[src/rtl/core/cpf_pkg.sv]
// Package with the widths, types and register codes of the cylinder point filter.
package cpf_pkg;

	// Fixed-point formats of the coordinates and the axis.
	localparam int COORD_BITS = 32;
	localparam int FRAC_BITS  = 16;
	localparam int AXIS_BITS  = FRAC_BITS + 2;
	localparam int LEN_BITS   = COORD_BITS - 1;
	localparam int NUM_AXES   = 3;

	// Widths of the intermediate results, each just wide enough for its range.
	localparam int OFF_W  = COORD_BITS + 1;
	localparam int PROD_W = OFF_W + AXIS_BITS;
	localparam int ACC_W  = PROD_W + 2;
	localparam int H_W    = ACC_W - FRAC_BITS;
	localparam int AXH_W  = AXIS_BITS + COORD_BITS;
	localparam int AXHS_W = AXH_W - FRAC_BITS;
	localparam int R_W    = AXHS_W + 1;
	localparam int SQ_W   = 2 * LEN_BITS;
	localparam int SUM_W  = SQ_W + 2;

	localparam int REG_IDX_W = 3;

	typedef logic [COORD_BITS-1:0] coord_t;
	typedef logic [AXIS_BITS-1:0]  axis_t;
	typedef logic [LEN_BITS-1:0]   len_t;
	typedef logic [OFF_W-1:0]      off_t;
	typedef logic [PROD_W-1:0]     prod_t;
	typedef logic [ACC_W-1:0]      acc_t;
	typedef logic [H_W-1:0]        h_t;
	typedef logic [AXH_W-1:0]      axh_t;
	typedef logic [R_W-1:0]        r_t;
	typedef logic [SQ_W-1:0]       sq_t;
	typedef logic [SUM_W-1:0]      sum_t;

	// Axis component of 1.0, the reset value of the z component.
	localparam axis_t AXIS_ONE = axis_t'(1) << FRAC_BITS;

	typedef enum logic [REG_IDX_W-1:0] {
		REG_CENTRE_X     = 3'd0,
		REG_CENTRE_Y     = 3'd1,
		REG_CENTRE_Z     = 3'd2,
		REG_AXIS_X       = 3'd3,
		REG_AXIS_Y       = 3'd4,
		REG_AXIS_Z       = 3'd5,
		REG_HALF_LENGTH  = 3'd6,
		REG_RADIUS       = 3'd7
	} reg_index_t;

	// Cylinder description as seen by the datapath.
	typedef struct packed {
		coord_t [NUM_AXES-1:0] centre;
		axis_t  [NUM_AXES-1:0] axis;
		len_t                  half_length;
		len_t                  radius;
		sq_t                   radius_sq;
	} cfg_t;

	// Item passed from the axial stages to the radial stages.
	typedef struct packed {
		coord_t [NUM_AXES-1:0] raw;
		off_t   [NUM_AXES-1:0] p;
		axh_t   [NUM_AXES-1:0] axh;
		logic                  far;
	} axial_t;

endpackage

[src/rtl/core/cpf_config.sv]
// Configuration registers of the cylinder and the derived radius square.
module cpf_config (
	input  logic                            clk,
	input  logic                            arst_n,
	input  logic                            cfg_we,
	input  logic [cpf_pkg::REG_IDX_W-1:0]   cfg_index,
	input  logic [cpf_pkg::COORD_BITS-1:0]  cfg_data,
	output cpf_pkg::cfg_t                   cfg
);
	import cpf_pkg::*;

	coord_t centre_q [NUM_AXES];
	axis_t  axis_q [NUM_AXES];
	len_t   half_length_q;
	len_t   radius_q;
	sq_t    radius_sq_q;

	// Register writes; bits above a register's width are dropped.
	always_ff @(posedge clk or negedge arst_n) begin
		if (!arst_n) begin
			centre_q[0]    <= '0;
			centre_q[1]    <= '0;
			centre_q[2]    <= '0;
			axis_q[0]      <= '0;
			axis_q[1]      <= '0;
			axis_q[2]      <= AXIS_ONE;
			half_length_q  <= '0;
			radius_q       <= '0;
		end else if (cfg_we) begin
			case (reg_index_t'(cfg_index))
				REG_CENTRE_X:     centre_q[0]    <= cfg_data;
				REG_CENTRE_Y:     centre_q[1]    <= cfg_data;
				REG_CENTRE_Z:     centre_q[2]    <= cfg_data;
				REG_AXIS_X:       axis_q[0]      <= cfg_data[AXIS_BITS-1:0];
				REG_AXIS_Y:       axis_q[1]      <= cfg_data[AXIS_BITS-1:0];
				REG_AXIS_Z:       axis_q[2]      <= cfg_data[AXIS_BITS-1:0];
				REG_HALF_LENGTH:  half_length_q  <= cfg_data[LEN_BITS-1:0];
				REG_RADIUS:       radius_q       <= cfg_data[LEN_BITS-1:0];
				default: ;
			endcase
		end
	end

	// The radius square is registered and follows the radius in the next cycle.
	always_ff @(posedge clk or negedge arst_n) begin
		if (!arst_n) begin
			radius_sq_q <= '0;
		end else begin
			radius_sq_q <= SQ_W'(radius_q) * SQ_W'(radius_q);
		end
	end

	always_comb begin
		for (int i = 0; i < NUM_AXES; i++) begin
			cfg.centre[i] = centre_q[i];
			cfg.axis[i]   = axis_q[i];
		end
		cfg.half_length  = half_length_q;
		cfg.radius       = radius_q;
		cfg.radius_sq    = radius_sq_q;
	end
endmodule

[config.mk]
export PLATFORM = sky130hd
export DESIGN_NAME = cpf_config
export DESIGN_NICKNAME = d
export VERILOG_FILES = /design/src/rtl/core/cpf_pkg.sv /design/src/rtl/core/cpf_config.sv
export SDC_FILE = /design/constraint.sdc
export NUM_CORES = 2
export LEC_CHECK = 0
export BUFFER_PORTS_ARGS = -buffer_cell sky130_fd_sc_hd__clkbuf_2
export CAP_MARGIN = 20
export CORE_UTILIZATION = 40
export CTS_CLUSTER_DIAMETER = 100
export CTS_CLUSTER_SIZE = 16
export DETAILED_ROUTE_END_ITERATION = 10
export SYNTH_ARGS = -nofsm -noshare
export SYNTH_HDL_FRONTEND = slang
export SYNTH_SLANG_ARGS = --single-unit
export TNS_END_PERCENT = 1
[constraint.sdc]
create_clock -name clk -period 11.89 [get_ports clk]
set_input_delay 0.5945 -clock clk [delete_from_list [all_inputs] [get_ports clk]]
set_output_delay 0.5945 -clock clk [all_outputs]
set_load 0.02 [all_outputs]
==> results.sh <==
export IMPL_final_hold_viol_count=0
export IMPL_async_reset_ff_share_pct=100.0
export IMPL_ys_types=69
export IMPL_setup_tns_ns=0
export IMPL_setup_viol=0
export IMPL_cts_sinks=273
export IMPL_ant_nets=0
export IMPL_grt_pass1_wl_mm=157.6
export IMPL_antenna_found_initial=1
export IMPL_synth_ff_type="dfrtp_1"
export IMPL_fin_crit_sh_pct=76.27
export IMPL_core_um2=91520
export IMPL_cts_resized=0
export IMPL_cts_root_buf="clkbuf_16"
export IMPL_gp_congestion=0.8869
export IMPL_drive_above_1_share_pct=16.79
export IMPL_cts_buffers=25
export IMPL_ctsHoldBuffers=1
export IMPL_dr_pass1_iters=7
export IMPL_cp_required_ns=12.35
export IMPL_die_y_um=306.0
export IMPL_netlist_area_um2=36960
export IMPL_synth_top_cell_area_share_pct=40.52
export IMPL_cp_start_kind="flip-flop"
export IMPL_initial_core_util_pct=40.38
export IMPL_hpwl_mm=80.45
export IMPL_synthTopCellsByArea="fa_1 (41%), dfrtp_1 (18%), inv_1 (9.4%)"
export IMPL_io_buffers=310
export IMPL_critical_path_max_fanout=18
export IMPL_critPathArrivalTime_ns=9.53
export IMPL_drc=0
export IMPL_synth_cells=3516
export IMPL_cap_violations=0
export IMPL_slew_viol_final=0
export IMPL_drt_iter0_markers=1297
export IMPL_synth_seq_cells=273
export IMPL_grt_usage_pct=21.90
export IMPL_htreeDepth=1
export IMPL_grt_max_degree=175
export IMPL_wl_per_cell_um=20.08
export IMPL_crit_type="reg -> reg"
export IMPL_end_kind="flip-flop"
export IMPL_place_area_um2=39860
export IMPL_clock_path_buffers=3
export IMPL_max_stage_delay_ns=0.79
export IMPL_place_ws_ns=2.974
export IMPL_clk_latency_ns=0.61
export IMPL_cts_clk_slew_worst_paths_ns=0.07
export IMPL_fmax_ghz=0.1103
export IMPL_synth_common_cells="inv_1 (926), fa_1 (748), nand2_1 (297)"
export IMPL_overflow=0
export IMPL_tightest_slew_ns=1.048
export IMPL_die_w_um=306.0
export IMPL_setup_ws_ns=2.821
export IMPL_fin_area_um2=40630
export IMPL_min_period_ns=9.069
export IMPL_synth_most_common_cell="inv_1"
export IMPL_synth_nets=4572
export IMPL_first_global_vias=27100
export IMPL_routed_wl_mm=99.62
export IMPL_viasPerCell=4.948
export IMPL_area_growth_syn_to_layout_pct=9.943
export IMPL_max_slew_margin_pct=29.81
export IMPL_skew_ns=0.02359
export IMPL_yosys_area_top_type="fa_1"
export IMPL_cp_cell_sequence="buf_4, and2_1, fa_1, fa_1, fa_1, inv_1, fa_1, inv_1, fa_1, inv_1, fa_1, inv_1, fa_1, fa_1, ha_1, nand2_1, nor2_1, nand4_1, nor3b_1, o21ai_0, a21oi_1, o21ai_2, nor4b_1, a2111oi_1"
export IMPL_path_common_cell="fa_1"
export IMPL_final_nets=4822
export IMPL_synth_edf_count=0
export IMPL_status="completed"
export IMPL_postCtsSetupBuffers=0
export IMPL_cts_tree="done"
export IMPL_syn_area_per_cell_um2=10.51
export IMPL_vias=24550
export IMPL_ys_seq_area_share_pct=18.49
export IMPL_cp_slowest_cell="dfrtp_1"
export IMPL_synth_warnings=0
export IMPL_rsz0062_at_grt="no"
export IMPL_dieArea_um2=93620
export IMPL_num_rows=111
export IMPL_ios=312
export IMPL_hold_path_class="in -> reg"
## critical path, delay by kind of cell (launching register included)
family / cells / cell delay [ns]
buf+inv: 5 / 0.65
compound gates: 4 / 1.56
fa+ha+maj: 9 / 4.31
simple gates: 6 / 1.60
flops: 1 / 0.79
## placed cells by master, fill, tap and decap left out, types with 4 or more instances in the layout
cell	n
xor2_1	32
clkbuf_2	309
nand3_1	14
nor2b_1	12
xnor2_1	44
nor3_1	8
a211oi_1	4
o21ai_2	5
clkbuf_16	25
o21ai_0	27
ha_1	270
nand2b_1	5
fa_1	748
a211o_1	4
inv_1	926
mux2i_1	4
and2_1	192
a311oi_1	4
nor2_1	69
and4_1	5
dfrtp_1	270
o21bai_1	11
and3_1	14
nand2_1	297
a21o_1	46
nand4_1	11
or3_1	4
a21o_2	4
buf_4	42
a21oi_1	76
mux2_2	213
## cells by family (layout without fill, tap and decap cells)
kind of cell               Yosys count  in the layout  share of synthesized area [%]
other                                1              2                        0.01015
and+or+nand+nor                    653            653                          8.609
adders and majority gates         1018           1018                          49.66
DFF                                273            273                          18.49
buffers and inverters             1059           1318                          10.78
AOI/OAI and AO/OA                  219            219                          4.056
xor gates and xnor gates            76             76                          1.801
muxes                              217            217                          6.598
## per-stage QoR
step / hold WS [ns] / std cells / utilization (%)
3_5_place_dp: 0.4918 / 4923 / 43.55
5_1_grt: 0.2423 / 4961 / 44.39
2_1_floorplan: 0.2989 / 3516 / -
4_1_cts: 0.2149 / 4960 / 44.38
3_3_place_gp: 0.4871 / 4923 / 43.55
6_report: 0.2504 / 4962 / 44.40
## layer usage
| metal | global-route usage, % | wire (µm) | vias up |
|---|---|---|---|
| li1 | - | - | 10980 |
| met1 | 28.84 | 41850 | 12860 |
| met2 | 37.82 | 50010 | 593 |
| met3 | 3.498 | 5349 | 121 |
| met4 | 5.037 | 2412 | 0 |
| met5 | 0 | 0 | - |
## state kept, by name (all words and copies together) (netlist names)
register       count
cfg              150
half_length_q     31
radius_q          31
radius_sq_q       61
## final cells by class
type | count | area (µm²)
Fill cell | 8722 | 50890
Multi-Input combinational cell | 2184 | 26160
Sequential cell | 273 | 6835
Inverter | 927 | 3480
Timing Repair Buffer | 355 | 1921
Tap cell | 1186 | 1484
Clock buffer | 26 | 629.4
Clock inverter | 10 | 121.4
Antenna cell | 1 | 2.502
## path summary, 6_finish.rpt
path / from / slack [ns] / cells past startpoint / end
worst max-delay path: radius_q[6]$_DFFE_PN0P_ / 2.82 / 24 / radius_sq_q[37]$_DFF_PN0_
worst max register to register: radius_q[6]$_DFFE_PN0P_ / 2.82 / 24 / radius_sq_q[37]$_DFF_PN0_
min in group asynchronous: arst_n / 0.51 / 2 / radius_sq_q[31]$_DFF_PN0_
worst min-delay path: cfg_data[31] / 0.25 / 2 / cfg[273]$_DFFE_PN0P_
worst min register to register: cfg[139]$_DFFE_PN0P_ / 0.51 / 1 / cfg[139]$_DFFE_PN0P_
max in group asynchronous: arst_n / 9.29 / 4 / radius_q[25]$_DFFE_PN0P_
Power is left out: the tool's default activity adds up to more than one toggle a clock period on the data nets, which glitch-free logic cannot reach.
